### config.mk
export PLATFORM = sky130hd
export DESIGN_NAME = emg_window_feature_extractor
export DESIGN_NICKNAME = d
export VERILOG_FILES = /design/src/ewf_pkg.sv /design/src/emg_window_feature_extractor.sv
export VERILOG_INCLUDE_DIRS = /design/src /design/src/src
export SDC_FILE = /design/constraint.sdc
export NUM_CORES = 1
export LEC_CHECK = 0
export BUFFER_PORTS_ARGS = -buffer_cell sky130_fd_sc_hd__buf_4
export CAP_MARGIN = 20
export CORE_MARGIN = 2
export CORE_UTILIZATION = 32
export CTS_CLUSTER_SIZE = 12
export DETAILED_ROUTE_END_ITERATION = 10
export GPL_TIMING_DRIVEN = 0
export PLACE_DENSITY = 0.46
export SLEW_MARGIN = 25
export SYNTH_ARGS = -nofsm -noshare
export SYNTH_HDL_FRONTEND = slang
export SYNTH_SLANG_ARGS = --single-unit
export TNS_END_PERCENT = 50
### constraint.sdc
create_clock -name aclk -period 5.33 [get_ports aclk]
set_input_delay 0.7995 -clock aclk [delete_from_list [all_inputs] [get_ports aclk]]
set_output_delay 0.7995 -clock aclk [all_outputs]
set_load 0.02 [all_outputs]
### src/emg_window_feature_extractor_assert.svh
// Assertion macros for the EMG window feature extractor
`ifndef EMG_WINDOW_FEATURE_EXTRACTOR_ASSERT_SVH
`define EMG_WINDOW_FEATURE_EXTRACTOR_ASSERT_SVH
// implication checked every clock, disabled in reset
`define EWF_ASSERT_IMPL(label, clk, rstn, ante, cons, msg) \
    label: assert property (@(posedge clk) disable iff (!rstn) (ante) |-> (cons)) \
        else $error(msg);
// next-cycle implication
`define EWF_ASSERT_NEXT(label, clk, rstn, ante, cons, msg) \
    label: assert property (@(posedge clk) disable iff (!rstn) (ante) |=> (cons)) \
        else $error(msg);
`endif

### src/ewf_pkg.sv
// Types and constants for the EMG window feature extractor
package ewf_pkg;
    localparam int SAMPLE_W = 16;
    localparam int WLEN_W   = 13;
    localparam int DZ_W     = 15;
    localparam int TH_W     = 16;
    localparam int MIN_WINDOW = 5;

    localparam logic [1:0] REG_WINDOW_LENGTH  = 2'd0;
    localparam logic [1:0] REG_DEADZONE       = 2'd1;
    localparam logic [1:0] REG_TURN_THRESHOLD = 2'd2;

    typedef enum logic [2:0] {
        ST_IDLE,
        ST_ACCUM,
        ST_DIV_INIT,
        ST_DIV_RUN,
        ST_DIV_DONE,
        ST_OUT
    } ewf_state_t;
endpackage

### src/emg_window_feature_extractor.sv
// EMG window feature extractor top level: accumulators, sequencer and shared divider
//
// Takes one word of CHANNELS signed Q1.15 samples (ch0 in the low bits) and keeps per
// channel the sum, waveform length, zero crossings and turns over a window of
// window_length samples. A sample word is taken and its channels are then processed in turn:
// one shared adder/compare unit handles one channel per cycle. At the window end one result word
// per channel is produced, channel 0 first, last set on the final one; the four
// quotients come from one shared restoring divider that yields one bit per cycle, and no
// new sample word is taken until the last result word of the window has been accepted.
`include "emg_window_feature_extractor_assert.svh"
module emg_window_feature_extractor
    import ewf_pkg::*;
#(
    parameter int CHANNELS   = 4,
    parameter int MAX_WINDOW = 4096,
    parameter int LAG        = 2,
    localparam int CH_W    = (CHANNELS > 1) ? $clog2(CHANNELS) : 1,
    localparam int OCH_W   = (CH_W > 2) ? CH_W : 2,
    localparam int OUT_RAW = OCH_W + 4*16,
    localparam int OUT_W   = ((OUT_RAW + 7) / 8) * 8
) (
    input  logic                           aclk,
    input  logic                           aresetn,
    input  logic                           cfg_we,
    input  logic [1:0]                     cfg_index,
    input  logic [TH_W-1:0]                cfg_data,
    input  logic                           s_tvalid,
    output logic                           s_tready,
    // sample_ch0 .. sample_chN-1, 16 bits each, lowest first
    input  logic [CHANNELS*SAMPLE_W-1:0]   s_tdata,
    output logic                           m_tvalid,
    input  logic                           m_tready,
    // channel, mean_value, wave_length_rate, zero_cross_rate, turns_rate, zero fill
    output logic [OUT_W-1:0]               m_tdata,
    output logic                           m_tlast
);
    localparam int TAPS   = 2*LAG;
    localparam int IDX_W  = $clog2(MAX_WINDOW + 1);
    localparam int SUM_W  = SAMPLE_W + IDX_W;
    localparam int LEN_W  = SAMPLE_W + 1 + IDX_W;
    localparam int CNT_W  = IDX_W;
    localparam int DVD_W  = (LEN_W > CNT_W + 16) ? LEN_W : CNT_W + 16;
    localparam int DIV_STEPS = DVD_W;
    localparam int STEP_W = $clog2(DIV_STEPS + 1);
    localparam int TAP_W  = (TAPS > 1) ? $clog2(TAPS) : 1;

    // configuration
    logic [WLEN_W-1:0] wlen_reg;
    logic [DZ_W-1:0]   dz_reg;
    logic [TH_W-1:0]   th_reg;
    always_ff @(posedge aclk) begin
        if (!aresetn) begin
            wlen_reg <= WLEN_W'(150);
            dz_reg   <= DZ_W'(33);
            th_reg   <= TH_W'(49);
        end else if (cfg_we) begin
            case (cfg_index)
                REG_WINDOW_LENGTH:  wlen_reg <= cfg_data[WLEN_W-1:0];
                REG_DEADZONE:       dz_reg   <= cfg_data[DZ_W-1:0];
                REG_TURN_THRESHOLD: th_reg   <= cfg_data;
                default: ;
            endcase
        end
    end

    logic [IDX_W-1:0] w_eff;
    always_comb begin
        if (wlen_reg < WLEN_W'(MIN_WINDOW)) w_eff = IDX_W'(MIN_WINDOW);
        else if (32'(wlen_reg) > 32'(MAX_WINDOW)) w_eff = IDX_W'(MAX_WINDOW);
        else w_eff = IDX_W'(wlen_reg);
    end

    // state
    ewf_state_t state_reg, state_next;
    logic [CH_W-1:0]  ch_reg;
    logic [IDX_W-1:0] idx_reg;
    logic [CHANNELS*SAMPLE_W-1:0] samp_reg;
    logic signed [SAMPLE_W-1:0] dly_reg [CHANNELS][TAPS];
    logic signed [SUM_W-1:0] sum_reg [CHANNELS];
    logic [LEN_W-1:0] len_reg [CHANNELS];
    logic [CNT_W-1:0] zc_reg [CHANNELS];
    logic [CNT_W-1:0] tn_reg [CHANNELS];
    logic [1:0] feat_reg;
    logic [STEP_W-1:0] step_reg;
    logic [DVD_W-1:0] quo_reg;
    logic [IDX_W:0]   rem_reg;
    logic             neg_reg;
    logic [15:0] res_reg [4];
    logic window_end;

    // shared per-channel datapath
    logic signed [SAMPLE_W-1:0] x, fst, mid;
    logic signed [SAMPLE_W+1:0] d1, d2, a1, a2;
    logic same, quiet, zc_hit, tn_hit;
    logic signed [SAMPLE_W:0] sdz;
    always_comb begin
        x   = samp_reg[ch_reg*SAMPLE_W +: SAMPLE_W];
        fst = dly_reg[ch_reg][TAP_W'(TAPS-1)];
        mid = dly_reg[ch_reg][TAP_W'(LAG-1)];
        sdz = $signed({2'b00, dz_reg});
        same = (mid >= 0 && fst >= 0) || (mid <= 0 && fst <= 0);
        quiet = (mid < sdz) && (mid > -sdz) && (fst < sdz) && (fst > -sdz);
        zc_hit = !same && !quiet;
        d1 = (SAMPLE_W+2)'(mid) - (SAMPLE_W+2)'(fst);
        d2 = (SAMPLE_W+2)'(mid) - (SAMPLE_W+2)'(x);
        a1 = d1[SAMPLE_W+1] ? -d1 : d1;
        a2 = d2[SAMPLE_W+1] ? -d2 : d2;
        tn_hit = ((mid > fst && mid > x) || (mid < fst && mid < x)) &&
                 (a1 > $signed({2'b00, th_reg}) || a2 > $signed({2'b00, th_reg}));
    end

    // divider operand
    logic [DVD_W-1:0] dvd;
    logic signed [SUM_W-1:0] s_sel;
    always_comb begin
        s_sel = sum_reg[ch_reg];
        case (feat_reg)
            2'd0: dvd = DVD_W'(s_sel[SUM_W-1] ? -s_sel : s_sel);
            2'd1: dvd = DVD_W'(len_reg[ch_reg]);
            2'd2: dvd = DVD_W'({zc_reg[ch_reg], 16'h0000});
            default: dvd = DVD_W'({tn_reg[ch_reg], 16'h0000});
        endcase
    end
    logic [IDX_W:0] rem_sh;
    logic [IDX_W:0] rem_sub;
    logic           fits;
    always_comb begin
        rem_sh  = {rem_reg[IDX_W-1:0], quo_reg[DVD_W-1]};
        fits    = rem_sh >= {1'b0, w_eff};
        rem_sub = rem_sh - {1'b0, w_eff};
    end
    logic [15:0] sat_q;
    always_comb begin
        if (feat_reg == 2'd0) begin
            if (neg_reg) sat_q = (quo_reg > DVD_W'(32768)) ? 16'h8000 : 16'(-quo_reg);
            else sat_q = (quo_reg > DVD_W'(32767)) ? 16'h7fff : quo_reg[15:0];
        end else begin
            sat_q = (quo_reg > DVD_W'(65535)) ? 16'hffff : quo_reg[15:0];
        end
    end

    assign window_end = (32'(idx_reg) + 1) >= 32'(w_eff);

    always_comb begin
        state_next = state_reg;
        case (state_reg)
            ST_IDLE:     if (s_tvalid) state_next = ST_ACCUM;
            ST_ACCUM:    if (32'(ch_reg) == CHANNELS-1)
                             state_next = window_end ? ST_DIV_INIT : ST_IDLE;
            ST_DIV_INIT: state_next = ST_DIV_RUN;
            ST_DIV_RUN:  if (32'(step_reg) == DIV_STEPS-1) state_next = ST_DIV_DONE;
            ST_DIV_DONE: state_next = (feat_reg == 2'd3) ? ST_OUT : ST_DIV_INIT;
            ST_OUT:      if (m_tready)
                             state_next = (32'(ch_reg) == CHANNELS-1) ? ST_IDLE : ST_DIV_INIT;
            default:     state_next = ST_IDLE;
        endcase
    end

    always_comb begin
        s_tready = (state_reg == ST_IDLE);
        m_tvalid = (state_reg == ST_OUT);
        m_tlast  = m_tvalid && (32'(ch_reg) == CHANNELS-1);
        m_tdata  = OUT_W'({res_reg[3], res_reg[2], res_reg[1], res_reg[0],
                           OCH_W'(ch_reg)});
    end

    always_ff @(posedge aclk) begin
        if (!aresetn) begin
            state_reg <= ST_IDLE;
            ch_reg    <= '0;
            idx_reg   <= '0;
            feat_reg  <= '0;
            step_reg  <= '0;
            for (int c = 0; c < CHANNELS; c++) begin
                sum_reg[c] <= '0; len_reg[c] <= '0; zc_reg[c] <= '0; tn_reg[c] <= '0;
                for (int t = 0; t < TAPS; t++) dly_reg[c][t] <= '0;
            end
        end else begin
            state_reg <= state_next;
            case (state_reg)
                ST_IDLE: begin
                    ch_reg <= '0;
                    if (s_tvalid) samp_reg <= s_tdata;
                end
                ST_ACCUM: begin
                    sum_reg[ch_reg] <= sum_reg[ch_reg] + SUM_W'(x);
                    if (32'(idx_reg) >= TAPS) begin
                        len_reg[ch_reg] <= len_reg[ch_reg] + LEN_W'(a1);
                        if (zc_hit) zc_reg[ch_reg] <= zc_reg[ch_reg] + 1'b1;
                        if (tn_hit) tn_reg[ch_reg] <= tn_reg[ch_reg] + 1'b1;
                    end
                    for (int t = TAPS-1; t > 0; t--)
                        dly_reg[ch_reg][t] <= dly_reg[ch_reg][t-1];
                    dly_reg[ch_reg][0] <= x;
                    if (32'(ch_reg) == CHANNELS-1) begin
                        ch_reg <= '0;
                        feat_reg <= '0;
                        if (!window_end) idx_reg <= idx_reg + 1'b1;
                    end else begin
                        ch_reg <= ch_reg + 1'b1;
                    end
                end
                ST_DIV_INIT: begin
                    quo_reg  <= dvd;
                    rem_reg  <= '0;
                    step_reg <= '0;
                    neg_reg  <= (feat_reg == 2'd0) && s_sel[SUM_W-1];
                end
                ST_DIV_RUN: begin
                    rem_reg  <= fits ? rem_sub : rem_sh;
                    quo_reg  <= {quo_reg[DVD_W-2:0], fits};
                    step_reg <= step_reg + 1'b1;
                end
                ST_DIV_DONE: begin
                    res_reg[feat_reg] <= sat_q;
                    feat_reg <= feat_reg + 1'b1;
                end
                ST_OUT: begin
                    if (m_tready) begin
                        if (32'(ch_reg) == CHANNELS-1) begin
                            ch_reg  <= '0;
                            idx_reg <= '0;
                            for (int c = 0; c < CHANNELS; c++) begin
                                sum_reg[c] <= '0; len_reg[c] <= '0;
                                zc_reg[c] <= '0; tn_reg[c] <= '0;
                                for (int t = 0; t < TAPS; t++) dly_reg[c][t] <= '0;
                            end
                        end else begin
                            ch_reg <= ch_reg + 1'b1;
                        end
                    end
                end
                default: ;
            endcase
        end
    end

    `EWF_ASSERT_IMPL(a_no_overlap, aclk, aresetn, m_tvalid, !s_tready, "in and out both open")
    `EWF_ASSERT_IMPL(a_last_ch, aclk, aresetn, m_tlast, 32'(ch_reg) == CHANNELS-1, "bad last")
    `EWF_ASSERT_NEXT(a_hold, aclk, aresetn, m_tvalid && !m_tready, m_tvalid && $stable(m_tdata), "hold")
    `EWF_ASSERT_IMPL(a_idx, aclk, aresetn, 1'b1, 32'(idx_reg) < MAX_WINDOW, "index overrun")
endmodule
# Word-level counts from Yosys, hierarchy flattened

Memory sizes are Yosys's and may differ from the RTL's. A register that Yosys moved wholly into a read port is not among the register bits.
Cells that the tools add are included.

Bits in registers: 146
Bits of input ports: 87
Bits in writable memories: 232
Output and inout bits: 75
Memories: 3
Logic and storage cells: 140

$lt $le $gt $ge: 8
Bitwise gates (word level): 8
Multiplexer cells: 65
Reduce and logical (&&, ||, !) cells: 19
Equal/unequal tests: 16
Shift operators: 1
Add/subtract/negate cells: 10

Memories:

| name    | depth | bits a word | rd ports | clocked after memory_dff | write ports | line                               | text |
|---|---|---|---|---|---|---|---|
| sum_reg | 4     | 29          | 1        | 1                        | 4           | emg_window_feature_extractor.sv:79 | `logic signed [SUM_W-1:0] sum_reg [CHANNELS];` |
| res_reg | 4     | 16          | 4        | 0                        | 1           | emg_window_feature_extractor.sv:88 | `logic [15:0] res_reg [4];` |
| zc_reg  | 4     | 13          | 1        | 1                        | 4           | emg_window_feature_extractor.sv:81 | `logic [CNT_W-1:0] zc_reg [CHANNELS];` |

Operators by type and width:

| operator                | count |
|---|---|
| $mux W13                | 12 |
| $mux W29                | 5 |
| $pmux W30 S3            | 1 |
| $mux W16                | 5 |
| $shiftx A64 B7 Y16      | 1 |
| $gt A30 B16 Y1 const B  | 2 |
| $pmux W30 S2            | 1 |
| $pmux W13 S2            | 2 |
| $gt A30 B15 Y1 const B  | 1 |
| $mux W30                | 1 |
| $neg A29 Y30            | 1 |
| $add A29 B16 Y29        | 1 |
| $reduce_or A29 Y1       | 1 |
| $ge A14 B13 Y1          | 2 |
| $add A13 B1 Y13 const B | 2 |
| $mux W2                 | 11 |
| $mux W1                 | 18 |
| $pmux W3 S6             | 1 |
| $neg A16 Y16            | 1 |
| $mux W3                 | 5 |
| $add A13 B1 Y14 const B | 1 |
| $ge A13 B3 Y1 const B   | 1 |
| $gt A13 B13 Y1 const B  | 1 |
| $lt A13 B3 Y1 const B   | 1 |
| other kinds (25)        | 49 |

# Longest topological paths before layout

Gate-level depths: netlist of the first run.

Word-level depth: 8
Mapped depth: 15
Gate-level depth less buffers: 14

# Worst setup path before layout of the first run

Ideal clock, no wire load.

Path kind: register -> register
Start point: reg ch_reg[0]
End point: mem sum_reg[0][26] (netlist bit) (data pin)
Required time: 5.058 ns
Buffers on the path: 3
Data arrival time: 4.007 ns
Slack: 1.051 ns
Setup time: 0.272 ns
Stages on the path, launching flop included: 13
Period minus slack after synthesis: 4.279 ns
Cells stage by stage: dfxtp_1 clkbuf_1 clkbuf_1 mux4_2 ha_1 clkbuf_1 nand2_1 nor4_1 o2111ai_1 a31oi_1 o21bai_1 o21ai_0 a21oi_1

RTL lines:

| element                | line                                | text |
|---|---|---|
| start, declared        | emg_window_feature_extractor.sv:75  | `logic [CH_W-1:0] ch_reg;` |
| start signal, assigned | emg_window_feature_extractor.sv:200 | `ch_reg <= ch_reg + 1'b1;` |
| start signal, assigned | emg_window_feature_extractor.sv:229 | `ch_reg <= ch_reg + 1'b1;` |
| end, declared          | emg_window_feature_extractor.sv:79  |  |

==> out/metrics.csv, run 1 <==
metric,value,unit
setup_violations,0,
dp_slack,-0.3381,ns
gr-usage-all-layers,0.1690,
final_cells,2650,
dp_hpwl,38160,um
rows,89,
synth_top_area_share,0.5311,
area_delta_synth_final,19.80,%
synthMuxAreaShare,0.07322,
drive_gt1_frac,0.1689,
synth_top_cell_by_area,edfxtp_1,
nets,1998,
clock-sinks,380,
worst_slew_pin_slew,1.054,ns
num_io_pins,162,
max_clock_freq,0.1978,GHz
worstPathMaxFanout,10,
cts_root_buf,clkbuf_16,
total_power,7.435,mW
netlist_instances,1630,
cts_buffers,45,
worstSkewPairLatency,0.58,ns
die_h,249.1,um
wirelength,52660,um
hold_path_depth,1,
path_cells,buf_6 > buf_6 > buf_2 > buf_4 > mux4_2 > ha_1 > inv_1 > nor4_1 > o2111ai_1 > a31oi_1 > o21bai_1 > o21ai_1 > a21oi_1,
crit_path_end_kind,flop,
status,"complete, no violations",
slowest_stage,mux4_2,
start_kind,flop,
async_flop_share,0,
place_congestion,0.8400,
core_area,59240,sq um
dieArea,62050,sq um
r2r_end,sum_reg[3][26],
dp.cells,2566,
fp.dieW,249.1,um
rr_worst_depth,13,
synth_top_family_by_area,simple AND/OR/NAND/NOR gates,
hold_path.class,in2reg,
postRouteAntennaNets,0,
ir_drop,249.0,uV
clkTransAtPathRegs,0.06,ns
grt_max_degree,44,
rrSetupSlack,0.27,ns
period_share,0.9486,
place_area,21560,sq um
synth_cell_types,75,
crit_top_cell,buf_6,
grt_pass1_vias,13770,
syn_avg_cell_area,11.79,sq um
p_leak,8.260,nW
syn_area,19220,sq um
antenna_found_initial,0,
layout_setup_ws,0.2741,ns
diodes,0,
ys_top_cells_by_count,"edfxtp_1 (340), nor2_1 (203), nand2_1 (172)",
yosysSeqAreaShare,0.5727,
wl_per_cell,19.87,um
yosysMostFrequentCell,edfxtp_1,
utilization,0.3888,
required,5.62,ns
grt_setup_unrepaired,no,
multi_input_area,7785,sq um
fin_skew,0.01938,ns
hold-path-endpoint,samp_reg[62],
drtPass1Iterations,5,
maxSlewHeadroom,0.2918,
drc,0,
hold_viol_final,0,
synth-xor-area-share,0.03280,
drv_cap,0,
synth-seq-cells,380,
regArea,11010,sq um
via_per_inst,5.155,
p_per_area,322.8,nW/um^2
gr-total-overflow,0,
yosys.area_share.simple,0.1457,
port_buffers,151,
largest_reg_flops,116,
cpPeakStageDelay,0.64,ns
slew_viol_final,0,
critPathKind,reg2reg,
fillCellCount,5783,
synthTopCellsByArea,"edfxtp_1 (53%), mux4_2 (6.7%), ha_1 (4.5%), dfxtp_1 (4.2%), nor2_1 (4.0%)",
synth_edf_count,340,
cts_max_path_buffers,3,
tritoncts,yes,
hold_path_startpoint,s_tdata[62],
stdcell_area,23030,sq um
grt_first_pass_wirelength,81430,um
synth_compound_area_frac,0.1026,
drt_first_iter_violations,957,
ys_warn_count,0,
synth_fa_ha_area_frac,0.04699,
fin_crit,5.056,ns
cts_max_level,2,
crit_arrival,5.35,ns
num_vias,13660,
synth_ff_type,edfxtp_1,
ctsHoldBuffers,0,
start_util,0.3245,
cells in the final DEF (no fill, tap or decap), drive strengths merged, types with 47 or more instances in the layout:
cell type / synthesis / layout
buf: 20 / 177
mux4: 57 / 57
nor2: 203 / 203
nand2: 172 / 172
xnor2: 47 / 47
a21oi: 95 / 95
clkbuf: 57 / 113
edfxtp: 340 / 340
o21ai: 84 / 84
ha: 69 / 69
layer usage:
| layer | vias to the layer above | track usage | wire [um] |
|---|---|---|---|
| met3 | 77 | 0.02299 | 2208 |
| met2 | 349 | 0.2774 | 24640 |
| li1 | 6557 | - | - |
| met1 | 6677 | 0.2315 | 24380 |
| met5 | - | 0 | 0 |
| met4 | 0 | 0.05473 | 1428 |
worst max-delay path, delay by kind of cell (launching register included):
kind / cells / cell delay, ns
AOI/OAI and AO/OA: 5 / 1.54
adders and majority gates: 1 / 0.40
buffers and inverters: 5 / 1.29
DFF: 1 / 0.32
muxes: 1 / 0.64
and+or+nand+nor: 1 / 0.53
worst max-delay path by stage:
stage,cells past startpoint,to,from,slack [ns]
after floorplan,12,sum_reg[0][26],ch_reg[0],1.05
after global placement,4,sum_reg[3][19],state_reg[0],-0.56
after global routing,13,sum_reg[3][26],flop,0.008
after detailed placement,12,sum_reg[3][26],ch_reg[0],-0.34
final,13,sum_reg[3][26],flop,0.27
after CTS,13,sum_reg[3][26],flop,0.12
power by group:
group / switching, mW / internal (mW)
registers: 0.0234 / 3.34
clock network: 1.26 / 1.80
logic: 0.631 / 0.376
timing repair:
action	CTS	global route
gates resized for setup	4	2
setup endpoints to repair	24	4
buffers inserted	0	0
cell families after synthesis:
kind of cell | Yosys count
fa+ha+maj | 71
other cells | 1
compound gates | 312
simple gates | 605
flops | 380
buf+inv | 120
xor+xnor | 72
mux | 69
metrics by stage:
| step | setup TNS [ns] | hold slack, ns |
|---|---|---|
| finish | 0 | 0.3914 |
| global route | 0 | 0.3654 |
| CTS | 0 | 0.3512 |
| detailed placement | -1.750 | 0.4712 |
| global placement | -38.28 | 0.4612 |
| floorplan | 0 | 0.4490 |
final cells by class:
type	count	share of cell area
plain buffers	77	0.01483
repair buffers	158	0.05693
multi-input cells	1135	0.3380
clock buffers	55	0.05052
well taps	773	0.04199
flip-flops and latches	380	0.4781
inverters	43	0.007008
clock inverters	29	0.01266
No activity file was read; power rests on OpenSTA's default activity.
==> run 2, diff against run 1 <==
Clock period 5.33 ns to 6 ns, I/O delays scaled along.
==> run 2 against run 1 <==
Effect of this change: combinational power is 12% lower; setup slack better by 0.36 ns; via count hardly changed; cell count stayed put; critical path type unchanged; power is 11% lower; critical endpoint is now sum_reg[1][26]; die area stayed put; first-iteration DRC count is 0.84% lower; core utilization stayed put; largest cell class unchanged.
==> out/metrics.csv, run 2 (same netlist as run 1, synthesis figures left out) <==
metric,value,unit
status,"complete, no violations",
clock-sinks,380,
wl_per_cell,19.86,um
largest_reg_flops,116,
die_h,249.1,um
cts_root_buf,clkbuf_16,
cts_buffers,45,
setup_violations,0,
drt_first_iter_violations,949,
post-cts-setup-buffers,0,
hold_path_depth,2,
num_vias,13670,
grt_max_degree,44,
postRouteAntennaNets,0,
hold_viol_final,0,
reg2reg_from,ch_reg[0],
clkTransAtPathRegs,0.06,ns
crit_start,ch_reg[0],
drtPass1Iterations,5,
slew_viol_final,0,
tritoncts,yes,
r2r_end,sum_reg[1][26],
via_per_inst,5.157,
required,6.29,ns
dieArea,62050,sq um
worst_slew_pin_slew,1.045,ns
core_area,59240,sq um
dp_hpwl,38160,um
fin_skew,0.01982,ns
crit_arrival,5.66,ns
fillCellCount,5784,
final_cells,2650,
maxSlewHeadroom,0.2982,
hold_path.class,reg2reg,
max_clock_freq,0.1864,GHz
fin_crit,5.365,ns
critPathKind,reg2reg,
worstSkewPairLatency,0.58,ns
port_buffers,151,
gr-usage-all-layers,0.1690,
grt_setup_unrepaired,no,
dp_slack,0.3319,ns
cts_max_level,2,
rr_worst_depth,12,
area_delta_synth_final,19.80,%
final_common_cell,edfxtp_1,
nets,1998,
fin_tns_setup,0,ns
grt_first_pass_wirelength,81430,um
dp.cells,2566,
cpPeakStageDelay,0.66,ns
antenna_found_initial,0,
crit_path_end_kind,flop,
path_cells,clkdlybuf4s15_1 > clkbuf_2 > mux4_2 > ha_1 > clkbuf_1 > nand2_1 > nor4_1 > o2111ai_1 > a31oi_1 > o21bai_1 > o21ai_0 > a21oi_1,
ir_drop,221.2,uV
final_cell_mix,"edfxtp_1 (340), nor2_1 (202), nand2_1 (169)",
wirelength,52630,um
layout_setup_ws,0.6347,ns
grt_pass1_vias,13770,
drv_cap,0,
diodes,0,
rows,89,
drc,0,
num_io_pins,162,
fp.dieW,249.1,um
start_kind,flop,
slowest_stage,clkdlybuf4s15_1,
total_power,6.604,mW
start_util,0.3245,
cp-endpoint,sum_reg[1][26],
cts_max_path_buffers,3,
p_leak,8.253,nW
place_congestion,0.8400,
drive_gt1_frac,0.1673,
period_share,0.8942,
worstPathMaxFanout,10,
utilization,0.3888,
p_per_area,286.7,nW/um^2
rrSetupSlack,0.63,ns
gr-total-overflow,0,
run 2: changes by cell type in the layout (fill, tap and decap cells not counted), sizes merged:
cell	change
clkbuf	-2
buf	+1
clkdlybuf4s15	+1
run 2: where the power goes:
group,internal [mW],switching [mW]
clock,1.60,1.12
sequential,2.97,0.0209
combinational,0.333,0.560
total,4.90,1.70
run 2: worst min path at each step:
stage / slack, ns / startpoint / end
floorplan: 0.45 / wlen_reg[5] / wlen_reg[5]
global placement: 0.46 / wlen_reg[11] / wlen_reg[11]
detailed placement: 0.47 / wlen_reg[10] / wlen_reg[10]
CTS: 0.45 / s_tdata[39] / samp_reg[39]
global route: 0.47 / s_tdata[12] / samp_reg[12]
finish: 0.48 / wlen_reg[9] / wlen_reg[9]
run 2: cell type report:
cell class	instances	area [sq um]	share of cell area
Inverter	43	161.4	0.007008
Clock buffer	55	1164	0.05052
Clock inverter	29	291.5	0.01266
Multi-Input combinational cell	1135	7785	0.3380
Buffer	77	341.6	0.01483
Tap cell	773	967.2	0.04199
Sequential cell	380	11010	0.4781
Timing Repair Buffer	158	1311	0.05693
run 2: metrics by stage:
| step | cell area (sq um) | hold slack, ns |
|---|---|---|
| after detailed placement | 21560 | 0.4712 |
| after floorplan | 19240 | 0.4490 |
| final | 23030 | 0.4819 |
| after global routing | 23030 | 0.4659 |
| after CTS | 23020 | 0.4517 |
| after global placement | 21340 | 0.4612 |
run 2: worst max-delay path: cells and delay by family, from the launching register on:
family | cells | cell delay, ns
AOI/OAI and AO/OA | 5 | 1.67
and+or+nand+nor | 2 | 0.65
muxes | 1 | 0.62
buffers and inverters | 3 | 1.43
DFF | 1 | 0.39
adders and majority gates | 1 | 0.30
run 2: layer usage:
layer,vias up,share of wire,GRT usage
li1,6560,-,-
met1,6674,0.46,0.2315
met2,355,0.47,0.2774
met3,77,0.041,0.02299
met4,0,0.028,0.05473
met5,-,0,0
run 2: repair_timing:
action / 4_1_cts / 5_1_grt
setup endpoints to repair: 0 / 4
hold buffers: 0 / 0
gates resized for setup: 0 / 5
==> run 3, diff against run 2 <==
Settings changed: CELL_PAD_IN_SITES_DETAIL_PLACEMENT set to 2, CELL_PAD_IN_SITES_GLOBAL_PLACEMENT set to 2, PLACE_DENSITY 0.46 to 0.63.
==> run 3 against run 2 <==
Effect of this change: setup slack worse by 0.093 ns; power is 0.41% lower; global-route usage is 2.5 points higher; clock-buffer cell count is 7 higher; sequential share of layout area is 0.14 points higher; register-to-register slack worse by 0.09 ns; via count is 1.5% higher; first-iteration DRC count is 33% lower; critical endpoint is now sum_reg[3][26]; sequential power hardly changed.
==> out/metrics.csv, run 3 (same netlist as run 1, synthesis figures left out) <==
metric,value,unit
fillCellCount,6211,
clkTransAtPathRegs,0.06,ns
grt_max_degree,52,
final_cell_mix,"edfxtp_1 (340), nor2_1 (202), nand2_1 (169)",
drive_gt1_frac,0.1667,
fp.dieW,249.1,um
hold_viol_final,0,
drc,0,
grt_first_pass_wirelength,93030,um
worstSkewPairLatency,0.58,ns
die_h,249.1,um
fin_tns_setup,0,ns
num_io_pins,162,
postRouteAntennaNets,0,
tritoncts,yes,
max_clock_freq,0.1832,GHz
num_vias,13870,
cts_root_buf,clkbuf_16,
setup_violations,0,
wl_per_cell,22.85,um
clock-sinks,380,
period_share,0.9097,
p_leak,8.227,nW
port_buffers,151,
cts_buffers,44,
required,6.27,ns
layout_setup_ws,0.5418,ns
whs,0.4792,ns
drtPass1Iterations,5,
gr-total-overflow,0,
regArea,11010,sq um
ir_drop,215.0,uV
start_kind,flop,
largest_reg_flops,116,
crit_arrival,5.73,ns
dieArea,62050,sq um
start_util,0.3245,
final_cells,2645,
worstPathMaxFanout,10,
cts_max_level,2,
grt_pass1_vias,15300,
hold_path.class,reg2reg,
place_congestion,0.7762,
grt_setup_unrepaired,no,
maxSlewHeadroom,0.3655,
gr-usage-all-layers,0.1943,
wirelength,60440,um
critPathKind,reg2reg,
drv_cap,0,
final_common_cell,edfxtp_1,
via_per_inst,5.243,
dp.cells,2566,
ctsHoldBuffers,0,
crit_path_end_kind,flop,
post-cts-setup-buffers,0,
slew_viol_final,0,
multi_input_area,7785,sq um
fin_skew,0.02399,ns
dp_hpwl,44980,um
dp_slack,0.1527,ns
drt_first_iter_violations,635,
p_per_area,286.4,nW/um^2
diodes,0,
nets,1997,
status,"complete, no violations",
rows,89,
antenna_found_initial,0,
area_delta_synth_final,19.47,%
utilization,0.3877,
cts_max_path_buffers,3,
worst_slew_pin_slew,0.9398,ns
fin_crit,5.458,ns
core_area,59240,sq um
[run 3: repair_timing]
| item | in CTS | in global routing |
|---|---|---|
| gates resized for setup | 0 | 5 |
| endpoints found under the setup margin | 0 | 4 |
| hold endpoints to repair | 0 | 0 |
[run 3: layout make-up]
type | count | share of cell area
Multi-Input combinational cell | 1135 | 0.3390
Sequential cell | 380 | 0.4794
Inverter | 43 | 0.007028
Clock buffer | 62 | 0.05317
Timing Repair Buffer | 158 | 0.05688
Clock inverter | 17 | 0.007572
Tap cell | 773 | 0.04211
Buffer | 77 | 0.01487
[run 3: where the power goes]
part / switching, mW / total, mW / internal, mW
registers: 0.0227 / 2.99 / 2.97
logic: 0.588 / 0.923 / 0.335
clock network: 1.12 / 2.66 / 1.55
total: 1.73 / 6.58 / 4.85
[run 3: path summary, 6_finish.rpt]
| path | startpoint | endpoint | slack, ns | depth (start not counted) |
|---|---|---|---|---|
| max | flop | sum_reg[3][26] | 0.54 | 12 |
| max reg2reg | flop | sum_reg[3][26] | 0.54 | 12 |
| min reg2reg | wlen_reg[11] | wlen_reg[11] | 0.48 | 2 |
| min | wlen_reg[11] | wlen_reg[11] | 0.48 | 2 |
[run 3: per-stage QoR]
stage / cell area [sq um] / power [mW]
finish: 22970 / 6.577
global route: 22970 / 6.846
CTS: 22960 / 6.666
detailed placement: 21560 / 3.974
global placement: 21340 / 3.930
floorplan: 19240 / 3.651
[run 3: critical path, cell delays in order (launching register included)]
cell,delay (ns)
dfxtp_1,0.31
clkbuf_1,0.42
clkbuf_1,0.72
buf_2,0.49
mux4_2,0.46
ha_1,0.41
inv_1,0.11
nor4_1,0.50
o2111ai_1,0.39
a31oi_1,0.35
o21bai_1,0.30
o21ai_0,0.50
a21oi_1,0.16
[run 3: routing by layer]
layer	part of all wire	track usage	up-vias
met2	0.49	0.3409	213
met5	0	0	-
met4	0.020	0.04957	0
li1	-	-	6532
met3	0.027	0.02393	70
met1	0.46	0.2544	7053
